### config.mk
export PLATFORM = sky130hd
export DESIGN_NAME = framed_packet_receiver_crc16
export DESIGN_NICKNAME = d
export VERILOG_FILES = /design/src/hdl/fprc_pkg.sv /design/src/hdl/fprc_frame_ctrl.sv /design/src/hdl/fprc_out_buf.sv /design/src/hdl/framed_packet_receiver_crc16.sv
export SDC_FILE = /design/constraint.sdc
export NUM_CORES = 1
export LEC_CHECK = 0
export BUFFER_PORTS_ARGS = -buffer_cell sky130_fd_sc_hd__clkbuf_2
export CAP_MARGIN = 20
export CORE_MARGIN = 2
export CORE_UTILIZATION = 28
export CTS_BUF_LIST = sky130_fd_sc_hd__clkbuf_4 sky130_fd_sc_hd__clkbuf_8
export CTS_CLUSTER_SIZE = 16
export DETAILED_ROUTE_END_ITERATION = 7
export PLACE_DENSITY = 0.4
export SLEW_MARGIN = 15
export SYNTH_ARGS = -nofsm -noshare
export SYNTH_HDL_FRONTEND = slang
export SYNTH_SLANG_ARGS = --single-unit
### constraint.sdc
create_clock -name aclk -period 3.3 [get_ports aclk]
set_clock_uncertainty 0.15 [all_clocks]
set_input_delay 0.165 -clock aclk [delete_from_list [all_inputs] [get_ports aclk]]
set_output_delay 0.165 -clock aclk [all_outputs]
set_load 0.03 [all_outputs]
### src/hdl/fprc_pkg.sv
// Shared types, constants and the CRC-16/MODBUS byte update for the frame receiver.
// No dependencies.
package fprc_pkg;

    localparam logic [15:0] CRC_INIT = 16'hFFFF;
    localparam logic [15:0] CRC_POLY = 16'hA001;

    // register reset values
    localparam logic [7:0] LEAD_RST      = 8'h01;
    localparam logic [7:0] ADDR_LIM_RST  = 8'h0A;
    localparam logic [7:0] SYNC_RST      = 8'hAA;
    localparam logic [7:0] TAIL_RST      = 8'h55;
    localparam logic [7:0] MAX_LEN_RST   = 8'd100;
    localparam logic [7:0] MIN_LEN       = 8'd7;

    // configuration register indexes
    localparam int unsigned CFG_INDEX_W = 3;
    localparam logic [CFG_INDEX_W-1:0] REG_LEAD     = 3'd0;
    localparam logic [CFG_INDEX_W-1:0] REG_ADDR_LIM = 3'd1;
    localparam logic [CFG_INDEX_W-1:0] REG_SYNC     = 3'd2;
    localparam logic [CFG_INDEX_W-1:0] REG_TAIL     = 3'd3;
    localparam logic [CFG_INDEX_W-1:0] REG_MAX_LEN  = 3'd4;

    // status codes on the tail byte
    localparam logic [1:0] STATUS_GOOD     = 2'd0;
    localparam logic [1:0] STATUS_CRC_ERR  = 2'd1;
    localparam logic [1:0] STATUS_BAD_TAIL = 2'd2;

    localparam int unsigned RES_SLOTS = 4;
    localparam int unsigned COUNT_W   = 3;

    typedef struct packed {
        logic [7:0] out_byte;
        logic       frame_start;
        logic       frame_end;
        logic [1:0] status;
    } fprc_result_t;

    // results of one processed byte, handed to the output buffer
    typedef struct packed {
        logic                            load;
        logic [COUNT_W-1:0]              count;
        fprc_result_t [RES_SLOTS-1:0]    item;
    } fprc_batch_t;

    function automatic logic [15:0] crc16_byte(input logic [15:0] crc, input logic [7:0] b);
        logic [15:0] c;
        c = crc ^ {8'h00, b};
        for (int k = 0; k < 8; k++) begin
            c = c[0] ? ((c >> 1) ^ CRC_POLY) : (c >> 1);
        end
        return c;
    endfunction

endpackage

### src/hdl/fprc_frame_ctrl.sv
// Input register, configuration registers and the per-byte frame logic.
// Depends on fprc_pkg.
module fprc_frame_ctrl (
    input  logic                                  aclk,
    input  logic                                  aresetn,
    input  logic                                  s_valid,
    output logic                                  s_ready,
    input  logic [7:0]                            s_in_byte,
    input  logic                                  cfg_wr_en,
    input  logic [fprc_pkg::CFG_INDEX_W-1:0]      cfg_index,
    input  logic [7:0]                            cfg_wdata,
    input  logic                                  can_load,
    output fprc_pkg::fprc_batch_t                 batch
);
    import fprc_pkg::*;

    logic        in_valid_reg, in_valid_next;
    logic [7:0]  in_byte_reg;

    logic [7:0]  lead_reg, addr_lim_reg, sync_reg, tail_reg, max_len_reg;

    logic [23:0] window_reg, window_next;
    logic [1:0]  fill_reg, fill_next;
    logic        collecting_reg, collecting_next;
    logic [7:0]  index_reg, index_next;
    logic [7:0]  total_reg, total_next;
    logic [15:0] crc_reg, crc_next;
    logic        failed_reg, failed_next;

    logic        step;
    logic        hdr_match;
    logic [7:0]  w2, w1, w0, b;
    logic [8:0]  idx_p3, idx_p2, tot9;
    logic [15:0] hdr_crc, crc_upd;

    assign step    = in_valid_reg && can_load;
    assign s_ready = !in_valid_reg || can_load;

    assign b  = in_byte_reg;
    assign w2 = window_reg[23:16];
    assign w1 = window_reg[15:8];
    assign w0 = window_reg[7:0];

    assign hdr_match = (fill_reg == 2'd3) && (w2 == lead_reg) && (w1 < addr_lim_reg) &&
                       (w0 == sync_reg) && (b >= MIN_LEN) && (b <= max_len_reg);

    assign hdr_crc = crc16_byte(crc16_byte(CRC_INIT, w0), b);
    assign crc_upd = crc16_byte(crc_reg, b);

    assign idx_p3 = {1'b0, index_reg} + 9'd3;
    assign idx_p2 = {1'b0, index_reg} + 9'd2;
    assign tot9   = {1'b0, total_reg};

    always_comb begin
        in_valid_next   = in_valid_reg;
        window_next     = window_reg;
        fill_next       = fill_reg;
        collecting_next = collecting_reg;
        index_next      = index_reg;
        total_next      = total_reg;
        crc_next        = crc_reg;
        failed_next     = failed_reg;
        batch           = '0;

        if (s_valid && s_ready) begin
            in_valid_next = 1'b1;
        end else if (step) begin
            in_valid_next = 1'b0;
        end

        if (step) begin
            batch.load = 1'b1;
            if (!collecting_reg) begin
                if (hdr_match) begin
                    batch.count                = COUNT_W'(4);
                    batch.item[0].out_byte     = w2;
                    batch.item[0].frame_start  = 1'b1;
                    batch.item[1].out_byte     = w1;
                    batch.item[2].out_byte     = w0;
                    batch.item[3].out_byte     = b;
                    collecting_next = 1'b1;
                    total_next      = b;
                    index_next      = 8'd4;
                    crc_next        = hdr_crc;
                    failed_next     = 1'b0;
                    window_next     = '0;
                    fill_next       = '0;
                end else begin
                    window_next = {window_reg[15:0], b};
                    if (fill_reg != 2'd3) begin
                        fill_next = fill_reg + 2'd1;
                    end
                end
            end else begin
                batch.count            = COUNT_W'(1);
                batch.item[0].out_byte = b;
                index_next             = index_reg + 8'd1;
                priority if (idx_p3 < tot9) begin
                    crc_next = crc_upd;
                end else if (idx_p3 == tot9) begin
                    if (b != crc_reg[7:0]) failed_next = 1'b1;
                end else if (idx_p2 == tot9) begin
                    if (b != crc_reg[15:8]) failed_next = 1'b1;
                end else begin
                    // tail byte: report and return to hunting
                    batch.item[0].frame_end = 1'b1;
                    batch.item[0].status    = failed_reg ? STATUS_CRC_ERR :
                                              ((b != tail_reg) ? STATUS_BAD_TAIL : STATUS_GOOD);
                    collecting_next = 1'b0;
                    window_next     = '0;
                    fill_next       = '0;
                    index_next      = '0;
                    total_next      = '0;
                    crc_next        = CRC_INIT;
                    failed_next     = 1'b0;
                end
            end
        end
    end

    always_ff @(posedge aclk) begin
        if (s_valid && s_ready) begin
            in_byte_reg <= s_in_byte;
        end
    end

    always_ff @(posedge aclk) begin
        if (!aresetn) begin
            in_valid_reg   <= 1'b0;
            window_reg     <= '0;
            fill_reg       <= '0;
            collecting_reg <= 1'b0;
            index_reg      <= '0;
            total_reg      <= '0;
            crc_reg        <= CRC_INIT;
            failed_reg     <= 1'b0;
        end else begin
            in_valid_reg   <= in_valid_next;
            window_reg     <= window_next;
            fill_reg       <= fill_next;
            collecting_reg <= collecting_next;
            index_reg      <= index_next;
            total_reg      <= total_next;
            crc_reg        <= crc_next;
            failed_reg     <= failed_next;
        end
    end

    always_ff @(posedge aclk) begin
        if (!aresetn) begin
            lead_reg     <= LEAD_RST;
            addr_lim_reg <= ADDR_LIM_RST;
            sync_reg     <= SYNC_RST;
            tail_reg     <= TAIL_RST;
            max_len_reg  <= MAX_LEN_RST;
        end else if (cfg_wr_en) begin
            unique case (cfg_index)
                REG_LEAD:     lead_reg     <= cfg_wdata;
                REG_ADDR_LIM: addr_lim_reg <= cfg_wdata;
                REG_SYNC:     sync_reg     <= cfg_wdata;
                REG_TAIL:     tail_reg     <= cfg_wdata;
                REG_MAX_LEN:  max_len_reg  <= cfg_wdata;
                default: ;
            endcase
        end
    end

endmodule

### src/hdl/fprc_out_buf.sv
// Result register: holds up to four results of one byte and hands them out in order.
// Depends on fprc_pkg.
module fprc_out_buf (
    input  logic                   aclk,
    input  logic                   aresetn,
    input  fprc_pkg::fprc_batch_t  batch,
    output logic                   can_load,
    output logic                   m_valid,
    input  logic                   m_ready,
    output logic [7:0]             m_out_byte,
    output logic                   m_frame_start,
    output logic                   m_frame_end,
    output logic [1:0]             m_status
);
    import fprc_pkg::*;

    fprc_result_t [RES_SLOTS-1:0] slot_reg, slot_next;
    logic [COUNT_W-1:0]           cnt_reg, cnt_next;

    assign m_valid  = (cnt_reg != '0);
    assign can_load = (cnt_reg == '0) || ((cnt_reg == COUNT_W'(1)) && m_ready);

    assign m_out_byte    = slot_reg[0].out_byte;
    assign m_frame_start = slot_reg[0].frame_start;
    assign m_frame_end   = slot_reg[0].frame_end;
    assign m_status      = slot_reg[0].status;

    always_comb begin
        slot_next = slot_reg;
        cnt_next  = cnt_reg;
        if (batch.load) begin
            slot_next = batch.item;
            cnt_next  = batch.count;
        end else if (m_valid && m_ready) begin
            for (int i = 0; i < RES_SLOTS - 1; i++) begin
                slot_next[i] = slot_reg[i+1];
            end
            cnt_next = cnt_reg - COUNT_W'(1);
        end
    end

    always_ff @(posedge aclk) begin
        slot_reg <= slot_next;
    end

    always_ff @(posedge aclk) begin
        if (!aresetn) begin
            cnt_reg <= '0;
        end else begin
            cnt_reg <= cnt_next;
        end
    end

endmodule

### src/hdl/framed_packet_receiver_crc16.sv
// Order: an accepted byte is held in the input register and processed when the result
// register can load; its results are registered there and shown from it.
// Throughput: one byte per cycle while m_ready holds; a byte completing a header yields
// four results, output one per cycle while m_ready is high; input stalls until the last goes.
// Reset (aresetn low, synchronous): registers to defaults, hunting for a header, no results.
module framed_packet_receiver_crc16 (
    input  logic                              aclk,
    input  logic                              aresetn,
    // input byte stream
    input  logic                              s_valid,
    output logic                              s_ready,
    input  logic [7:0]                        s_in_byte,
    // frame byte stream
    output logic                              m_valid,
    input  logic                              m_ready,
    output logic [7:0]                        m_out_byte,
    output logic                              m_frame_start,
    output logic                              m_frame_end,
    output logic [1:0]                        m_status,
    // configuration write port
    input  logic                              cfg_wr_en,
    input  logic [fprc_pkg::CFG_INDEX_W-1:0]  cfg_index,
    input  logic [7:0]                        cfg_wdata
);
    import fprc_pkg::*;

    // One transaction per input byte. The control stage registers the byte, then in a
    // single pass it either shifts the byte into the three-byte hunting window or, on a
    // full header match with an acceptable length, releases all four header bytes at once.
    // Inside a frame every byte passes straight through; the CRC covers sync to last
    // payload byte, the two CRC bytes are compared, and the tail carries the status.
    fprc_batch_t batch;
    logic        can_load;

    fprc_frame_ctrl u_ctrl (
        .aclk      (aclk),
        .aresetn   (aresetn),
        .s_valid   (s_valid),
        .s_ready   (s_ready),
        .s_in_byte (s_in_byte),
        .cfg_wr_en (cfg_wr_en),
        .cfg_index (cfg_index),
        .cfg_wdata (cfg_wdata),
        .can_load  (can_load),
        .batch     (batch)
    );

    // Result register: reloads as its last result leaves, so a byte per cycle flows through
    // without bubbles while single results are produced and m_ready is high.
    fprc_out_buf u_out (
        .aclk          (aclk),
        .aresetn       (aresetn),
        .batch         (batch),
        .can_load      (can_load),
        .m_valid       (m_valid),
        .m_ready       (m_ready),
        .m_out_byte    (m_out_byte),
        .m_frame_start (m_frame_start),
        .m_frame_end   (m_frame_end),
        .m_status      (m_status)
    );

endmodule

# Word-level counts from Yosys, hierarchy flattened
# Cells that the tools add are included.
dict set report word_totals {
  reg_bits 148
  latch_bits 0
  mem_bits_rw 0
  romBits 0
  inputBits 24
  output_inout_bits 14
  elab_cells 200
  mem_count 0
}
dict set report classes {
  addsub 5
  multipliers 0
  div_mod_pow 0
  n_lt_le_gt_ge 4
  n_eq_ne 21
  shift 0
  mux 88
  bitwise 29
  reduce_logical 31
}
# operator n
set op_table {}
lappend op_table {{16-bit 2-to-1 mux} 29}
lappend op_table {{8-bit 2-to-1 mux} 18}
lappend op_table {{24-bit 2-to-1 mux} 5}
lappend op_table {{36-bit 2-to-1 mux} 2}
lappend op_table {{2-bit inverter with 3-bit output} 24}
lappend op_table {{16-bit by 8-bit XOR with 16-bit output} 2}
lappend op_table {{12-bit 2-to-1 mux} 2}
lappend op_table {{8-bit inequality test} 3}
lappend op_table {{3-bit 2-to-1 mux} 7}
lappend op_table {{8-bit by 2-bit adder with 9-bit output, second input constant} 2}
lappend op_table {{9-bit by 8-bit == test with 1-bit output} 2}
lappend op_table {{8-bit == test} 2}
lappend op_table {{2-bit 2-to-1 mux} 8}
lappend op_table {{8-bit inverter with 16-bit output} 1}
lappend op_table {{1-bit 2-to-1 mux} 15}
lappend op_table {{5-bit AND reduction} 3}
lappend op_table {{2-bit AND reduction} 6}
lappend op_table {{11-bit 2-to-1 mux} 1}
lappend op_table {{1-bit logical AND} 9}
lappend op_table {{9-bit by 8-bit less-than comparator with 1-bit output} 1}
lappend op_table {{9-bit 2-to-1 mux} 1}
lappend op_table {{3-bit inequality test, second input constant} 3}
lappend op_table {{8-bit by 1-bit adder with 8-bit output, second input constant} 1}
lappend op_table {{8-bit by 3-bit greater-or-equal comparator with 1-bit output, second input constant} 1}
lappend op_table {{other kinds (18)} 30}

# Depth between registers and ports, before layout
# Gate-level depths: netlist of the first run.
dict set report logic_depth {
  word_depth 36
  mapped_depth 15
  mapped_depth_nobuf 12
}

# Modules after synthesis
# A second synthesis of the first run with hierarchy kept.
dict set report hier_totals {
  cells_unflattened 892
  area_unflattened_um2 8669.6
}
# mod n_inst cells_per_inst area_each_um2 seq_area_each_um2
set by_module_without_submodules {}
lappend by_module_without_submodules {fprc_frame_ctrl 1 766 6490.0 2262.2}
lappend by_module_without_submodules {fprc_out_buf 1 126 2179.6 1501.4}

# Worst setup path after synthesis of the first run
# OpenSTA, ideal clock, no wires.
dict set report synth_timing {
  kind {flip-flop to flip-flop}
  start {register u_ctrl.index_reg[1]}
  end {register u_ctrl.crc_reg[11]}
  arrival_time_ns 3.018
  required_time_ns 3.030
  slack_ns 0.012
  path_stages_with_launch 15
  path_buffers 2
  synth_period_minus_slack_ns 3.288
  cell_sequence {dfxtp_1 inv_1 ha_1 a21oi_1 xnor2_1 ha_1 a21o_1 a21oi_1 a21oi_1 a2111oi_2 buf_2 nand3b_1 buf_2 nand3_2 a211o_1}
}
dict set report synth_between {
  elab_chain_cells 4
  word_cells_on_any_way 10
  classes_between {2 x add/sub; 1 x order compare; 4 x eq/ne; 2 x mux; 1 x reduce/logical}
}
# element line_no
set synth_lines {}
lappend synth_lines {{start, declared} fprc_frame_ctrl.sv:25} ;# logic [7:0] index_reg, index_next;
lappend synth_lines {{start signal, assigned} fprc_frame_ctrl.sv:142} ;# index_reg <= index_next;
lappend synth_lines {{8-bit by 2-bit adder with 9-bit output, on equally long branches} {fprc_frame_ctrl.sv:50, fprc_frame_ctrl.sv:51}}
lappend synth_lines {{9-bit by 8-bit less-than comparator with 1-bit output (tied with other cells)} fprc_frame_ctrl.sv:98} ;# priority if (idx_p3 < tot9) begin
lappend synth_lines {{3-bit inequality test (no line) or 16-bit 2-to-1 mux (tied branches)} n/a}
lappend synth_lines {{4-bit AND reduction (no line) or 16-bit 2-to-1 mux (tied branches)} n/a}
lappend synth_lines {{end signal, assigned} fprc_frame_ctrl.sv:144} ;# crc_reg <= crc_next;
lappend synth_lines {{end, declared} fprc_frame_ctrl.sv:27} ;# logic [15:0] crc_reg, crc_next;
# Several ways; a longest one is shown, not always the timed one.
# A chain may end at the register's enable or synchronous reset.

# Worst setup path in the final report of the first run
dict set report layout_timing {
  start {register u_ctrl.index_reg[1]}
  end {register u_ctrl.fill_reg[0]}
}
dict set report layout_between {
  elab_chain_cells 4
  word_cells_on_any_way 9
  classes_between {2 x add/sub; 1 x order compare; 5 x eq/ne; 1 x reduce/logical}
}
# element line_no
set layout_lines {}
lappend layout_lines {{8-bit by 2-bit adder with 9-bit output, on equally long branches} {fprc_frame_ctrl.sv:50, fprc_frame_ctrl.sv:51}}
lappend layout_lines {{9-bit by 8-bit less-than comparator with 1-bit output (tied with other cells)} fprc_frame_ctrl.sv:98}
lappend layout_lines {{2-bit inequality test (no line)} n/a}
lappend layout_lines {{5-bit AND reduction (no line) (*)} n/a}
lappend layout_lines {{end signal, assigned} fprc_frame_ctrl.sv:140} ;# fill_reg <= fill_next;
lappend layout_lines {{end, declared} fprc_frame_ctrl.sv:23} ;# logic [1:0] fill_reg, fill_next;
# Mark *: on every way between the ends. The rest lies on a longest branch, timed or not.

==> results of run 1 <==
==> repair_timing <==
action,4_1_cts,5_1_grt
endpoints found under the hold margin,54,0
endpoints found under the setup margin,13,45
setup buffers,0,0
hold buffers,21,0
pin swaps,0,2
resized for setup,2,12
==> critical path, delay by kind of cell (launching register included) <==
family                     cells  cell delay [ns]
xor gates and xnor gates       1             0.15
adders and majority gates      2             0.53
AOI/OAI and AO/OA              5             0.84
DFF                            1             0.36
buffers and inverters          3             0.41
and+or+nand+nor                3             0.64
==> per-layer routing <==
layer  vias up  routed length [um]  GRT usage (%)
met5         -                   0              0
met4         0                 238           3.27
met3        17                 897           2.89
met2       158               11900           27.4
met1      3334               13400           25.5
li1       3459                   -              -
==> final timing paths <==
kind         cells after the start                      to  slack [ns]              startpoint
min                              4      u_ctrl.sync_reg[6]        0.04            cfg_index[0]
min reg2reg                      2  u_ctrl.addr_lim_reg[7]        0.31  u_ctrl.addr_lim_reg[7]
max                             14      u_ctrl.fill_reg[0]        0.14     u_ctrl.index_reg[1]
max reg2reg                     14      u_ctrl.fill_reg[0]        0.14     u_ctrl.index_reg[1]
==> final cells by class <==
cell class              instances  share of cell area [%]
inverters                      47                    1.81
clock buffers                  17                    2.39
well taps                     390                    4.98
multi-input cells             661                    44.5
clock inverters                15                    1.76
flip-flops and latches        148                    34.8
repair buffers                121                    9.79
==> cells by family (layout without fill, tap and decap cells) <==
logic type               after synthesis  after routing  share of synthesized area, %
multiplexers                           2              2                         0.241
buffers and inverters                139            200                          7.65
adder cells (fa/ha/maj)               38             38                          5.73
XOR/XNOR                              87             87                          9.94
flip-flops                           148            148                          41.0
AO/OA/AOI/OAI                        223            223                          17.1
AND/OR/NAND/NOR                      311            311                          18.4
==> report_power, final <==
part           leakage [nW]  internal, W  switching (W)  total (W)
Combinational          2.25     0.000702        0.00122    0.00193
Sequential             1.27      0.00223       0.000128    0.00235
Clock                 0.202     0.000578       0.000888    0.00147
Total                  3.72      0.00350        0.00224    0.00574
==> stage by stage <==
| step | setup WS, ns | TNS (ns) | hold slack, ns | utilization, % |
|---|---|---|---|---|
| 3_3_place_gp | 0.0320 | 0 | 0.194 | 31.0 |
| 6_report | 0.139 | 0 | 0.0393 | 33.3 |
| 4_1_cts | 0.0449 | 0 | 0.00181 | 33.2 |
| 5_1_grt | -0.0148 | -0.0209 | 0.0598 | 33.3 |
| 2_1_floorplan | 0.0120 | 0 | 0.114 | - |
| 3_5_place_dp | -0.0526 | -0.343 | 0.194 | 31.0 |
==> cells in the final DEF (no fill, tap or decap), types with 21 or more instances in the layout <==
cell type,netlist,final
dlygate4sd3_1,0,21
xor2_1,37,37
nand2_1,137,136
nor2_1,29,28
a21oi_1,80,78
nand3_1,38,37
clkbuf_2,1,37
nand4_1,42,42
buf_4,13,55
xnor2_1,45,45
ha_1,38,37
edfxtp_1,44,44
o21ai_1,26,25
inv_1,47,45
dfxtp_1,104,101
==> qor.yml, run 1 <==
placed_design:
  post_dp_cell_area_mm2: 0.00912
  hpwl_mm: 18.4
  dp_cells: 1346
  gp_congestion: 0.800
  port_buffers: 37
yosys:
  yosysMostFrequentCell: "nand2_1"
  synthTopCellsByArea: "dfxtp_1 25%, edfxtp_1 16%, nand2_1 6.2%, ha_1 5.7%, a21oi_1 4.8%"
  avgSynthCellArea_um2: 8.76
  synth_top_area_share_pct: 25.1
  syn_area_mm2: 0.00830
  ys_seq_area_share_pct: 41.0
  synth_warnings: 0
  syn_inst: 948
  synthesis.nets: 1010
  synthTopCellsByCount: "137 x nand2_1, 104 x dfxtp_1, 80 x a21oi_1"
  synth.distinct_cells: 67
  synth_seq_cells: 148
  yosysTopAreaCell: "dfxtp_1"
  synth-edff-count: 44
  synth_flop_cell: "dfxtp_1"
  async_flop_share_pct: 0
floorplan:
  rows: 63
  die-area_mm2: 0.0311
  die_w_um: 176
  start_util_pct: 28.2
  ios: 38
  coreArea_mm2: 0.0294
  die_h_um: 176
routing:
  drt-pass1-iter-count: 4
  drt_iter0_markers: 520
  vias_per_cell: 4.98
  wl_per_cell_um: 18.9
  vias: 6968
  routed_wl_mm: 26.4
  ant_nets: 0
  route.detailed.drc: 0
grt:
  grt_pass1_wl_mm: 41.6
  grt_usage_pct: 17.5
  grt_start_max_net_pins: 71
  grt_pass1_vias: 6864
  grt_overflow: 0
  antenna_found_initial: 0
clock_network:
  cts_tree: "yes"
  clk_pin_slew_ns: 0.10
  ctsRootBufferMaster: "clkbuf_8"
  cts-htree-levels: 4
  clock_path_buffers: 2
  clk_latency_ns: 0.48
  clock-sinks: 148
  cts_made_buffers: 17
pwr:
  p_total_w: 0.00574
  ir_drop_mv: 0.254
  power.leakage_nw: 3.72
  p_per_area_mw_per_mm2: 586
final_layout:
  syn_to_final_growth_pct: 18.0
  multi_input_area_mm2: 0.00436
  fill_cells: 3094
  fin_cells: 1399
  regArea_mm2: 0.00341
  stdcell_area_mm2: 0.00980
  final_layout_size_suffix_gt1_share_pct: 15.9
  nets: 1058
  n_antenna_cell: 0
critical_path:
  path_class: "flop to flop"
  start_kind: "flop"
  end_kind: "flop"
  slowest_delay_ns: 0.41
  crit_chain: "inv_1, ha_1, a21oi_4, nor2_1, xor2_1, ha_1, nand3_1, a21oi_2, a2111oi_4, buf_6, o21a_2, buf_12, or4_1, a21oi_1"
  cp.arrival_ns: 3.41
  cp_max_fo: 27
  crit_required_ns: 3.55
  cpMostUsedCell: "ha_1"
  crit_path_top_delay_cell: "or4_1"
timing:
  min_period_ns: 3.16
  drv_slew: 0
  finalSetupViolations: 0
  max_freq_ghz: 0.316
  fin_crit_sh_pct: 95.8
  report.final.hold_viol_count: 0
  worst_slew_pin_slew_ns: 0.812
  slew_headroom_pct: 45.9
worst_hold_path:
  holdCritPathClass: "input pin to flop"
flow_run:
  cap_viol_max_count: 0
outcome:
  status: "completed"
Note: power is estimated with default switching activity, not from simulation.
==> run 2, diff against run 1 <==
Settings changed: CTS_CLUSTER_DIAMETER from default to 40, REMOVE_ABC_BUFFERS from default to 1, SYNTH_HIERARCHICAL from default to 1.
==> qor.yml, run 2 <==
outcome:
  status: "completed"
final_layout:
  multi_input_area_mm2: 0.00440
  mostFrequentLayoutCells: "117 x nand2_1, 101 x dfxtp_1, 56 x edfxtp_1"
  fill_cells: 3198
  largest_reg_flops: 36
  n_antenna_cell: 0
  syn_to_final_growth_pct: 14.9
  finalCoreUtilization_pct: 32.7
  nets: 1009
  final_layout_size_suffix_gt1_share_pct: 18.8
  layout_commonest_cell: "nand2_1"
  regArea_mm2: 0.00377
yosys:
  avgSynthCellArea_um2: 9.72
  synth_flop_cell: "dfxtp_1"
  yosysMostFrequentCell: "nand2_1"
  async_flop_share_pct: 0
  synth_warnings: 6
  ys_seq_area_share_pct: 43.4
  yosysTopAreaCell: "dfxtp_1"
  syn_inst: 892
  synthTopCellsByArea: "dfxtp_1 24%, edfxtp_1 19%, ha_1 5.5%, xor2_1 5.4%, nand2_1 5.2%"
  synth.distinct_cells: 61
  syn_area_mm2: 0.00867
  synth_top_area_share_pct: 24.0
  synth_seq_cells: 160
  synth-edff-count: 56
  synthTopCellsByCount: "119 x nand2_1, 104 x dfxtp_1, 56 x edfxtp_1"
critical_path:
  cpLargestDelayFamily: "compound AO/OA/AOI/OAI gates"
  start_kind: "flop"
  crit_chain: "inv_1, ha_1, nor3_1, xor2_1, ha_1, a21o_1, a211oi_2, o21a_1, nor3_2, nand2b_1, buf_4, a221o_1"
  crit_required_ns: 3.52
  r2r-end: "u_ctrl/crc_reg[7]"
  cp_max_fo: 16
  r2r_slack_ns: 0.19
  cpMostUsedCell: "ha_1"
  cp-startpoint: "u_ctrl/index_reg[1]"
  slowest_delay_ns: 0.38
  cp.arrival_ns: 3.33
  end_kind: "flop"
  r2r_start: "u_ctrl/index_reg[1]"
  worst-path-buf-inv: 2
  r2r_cells: 12
  crit_path_top_delay_cell: "dfxtp_2"
  path_class: "flop to flop"
pwr:
  p_comb_share_pct: 32.0
  p_per_area_mw_per_mm2: 604
  power_frac_seq_pct: 44.4
  ir_drop_mv: 0.252
  p_switching_w: 0.00215
  sw_frac_of_total_pct: 35.7
  internal_power_w: 0.00387
  power.leakage_nw: 3.87
  clkPwrFrac_pct: 23.5
  p_total_w: 0.00601
placed_design:
  port_buffers: 37
  dp_worst_setup_slack_ns: 0.00527
  hpwl_mm: 17.6
  gp_congestion: 0.828
routing:
  vias_per_cell: 4.74
  drt-pass1-iter-count: 5
  route.detailed.drc: 0
  drt_iter0_markers: 322
  ant_nets: 0
  wl_per_cell_um: 18.1
  routed_wl_mm: 24.6
  vias: 6425
timing:
  worst_slew_pin_slew_ns: 0.980
  min_period_ns: 3.11
  setup_slack_ns: 0.192
  fin_crit_sh_pct: 94.2
  slew_headroom_pct: 34.6
  drv_slew: 0
  finalSetupViolations: 0
  max_freq_ghz: 0.322
  report.final.hold_viol_count: 0
  rsz0062_at_grt: "no"
flow_run:
  cap_viol_max_count: 0
grt:
  antenna_found_initial: 0
  grt_start_max_net_pins: 54
  grt_pass1_vias: 6371
  grt_overflow: 0
  grt_usage_pct: 15.4
  grt_pass1_wl_mm: 38.2
worst_hold_path:
  holdCritPathClass: "input pin to flop"
  holdPathEnd: "u_ctrl/addr_lim_reg[5]"
  whs_path_depth: 4
  hp-start: "cfg_index[1]"
floorplan:
  rows: 64
  coreArea_mm2: 0.0305
  start_util_pct: 28.4
  die-area_mm2: 0.0324
  die_h_um: 180
  die_w_um: 180
  ios: 38
clock_network:
  cts_made_buffers: 17
  ctsRootBufferMaster: "clkbuf_8"
  cts-htree-levels: 4
  cts_tree: "yes"
  clk_latency_ns: 0.49
  clock_path_buffers: 2
  clock-sinks: 160
  clk_pin_slew_ns: 0.09
-- run 2: worst max path at each step --
stage | to | cells past startpoint
final | u_ctrl/crc_reg[7] | 12
after global routing | u_ctrl/crc_reg[1] | 12
after CTS | u_ctrl/window_reg[1] | 12
after detailed placement | u_out/m_status[0] | 13
after global placement | u_ctrl/crc_reg[0] | 13
after floorplan | u_out/m_frame_end | 8
-- run 2: repair_timing --
action                                  in CTS  in global routing
hold buffers                                21                  0
hold endpoints to repair                    52                  0
pin swaps                                    0                  3
cloned                                       0                  1
setup buffers                                0                  0
endpoints found under the setup margin      34                 53
gates resized for setup                      1                 13
-- run 2: power by group through the flow --
stage / Combinational [W] / Sequential, W / Clock (W)
after floorplan: 0.00113 / 0.00286 / 0
after global placement: 0.00193 / 0.00273 / 0
after detailed placement: 0.00193 / 0.00273 / 0
after CTS: 0.00196 / 0.00268 / 0.00148
after global routing: 0.00211 / 0.00272 / 0.00155
final: 0.00193 / 0.00267 / 0.00142
-- run 2: final cells by class --
class	instances	share of cell area (%)
clock buffers	18	2.42
clock inverters	14	1.18
inverters	41	1.54
repair buffers	105	7.92
well taps	396	4.97
multi-input cells	622	44.1
flip-flops and latches	160	37.8
-- run 2: cells by family (layout without fill, tap and decap cells) --
group	after synthesis	after routing	synth area share, %
and+or+nand+nor	271	271	15.3
AOI/OAI and AO/OA	165	166	13.4
DFF	160	160	43.4
buffers and inverters	123	178	7.24
xor gates and xnor gates	88	88	9.29
muxes	46	46	5.83
adders and majority gates	38	38	5.48
other	1	13	0.0433
-- run 2: metrics by stage --
| stage | instances | area, um^2 | hold WS (ns) | setup TNS, ns |
|---|---|---|---|---|
| after global placement | 1302 | 9320 | 0.194 | 0 |
| after CTS | 1355 | 9890 | 0.0123 | 0 |
| after global routing | 1356 | 9960 | 0.0447 | 0 |
| final | 1356 | 9960 | 0.0338 | 0 |
| after floorplan | 822 | 8240 | 0.0868 | -17.87 |
| after detailed placement | 1302 | 9320 | 0.195 | 0 |
-- run 2: routing by layer --
layer	wire, um	vias up	GRT usage, %
li1	-	3215	-
met1	12300	3076	21.4
met2	11200	110	24.2
met3	733	24	2.76
met4	418	0	4.75
met5	0	-	0
-- run 2: worst reg2reg max path: stages, from the launching register on --
cell	delay [ns]
dfxtp_2	0.38
inv_1	0.07
ha_1	0.25
nor3_1	0.24
xor2_1	0.18
ha_1	0.28
a21o_1	0.18
a211oi_2	0.24
o21a_1	0.23
nor3_2	0.09
nand2b_1	0.16
buf_4	0.20
a221o_1	0.36
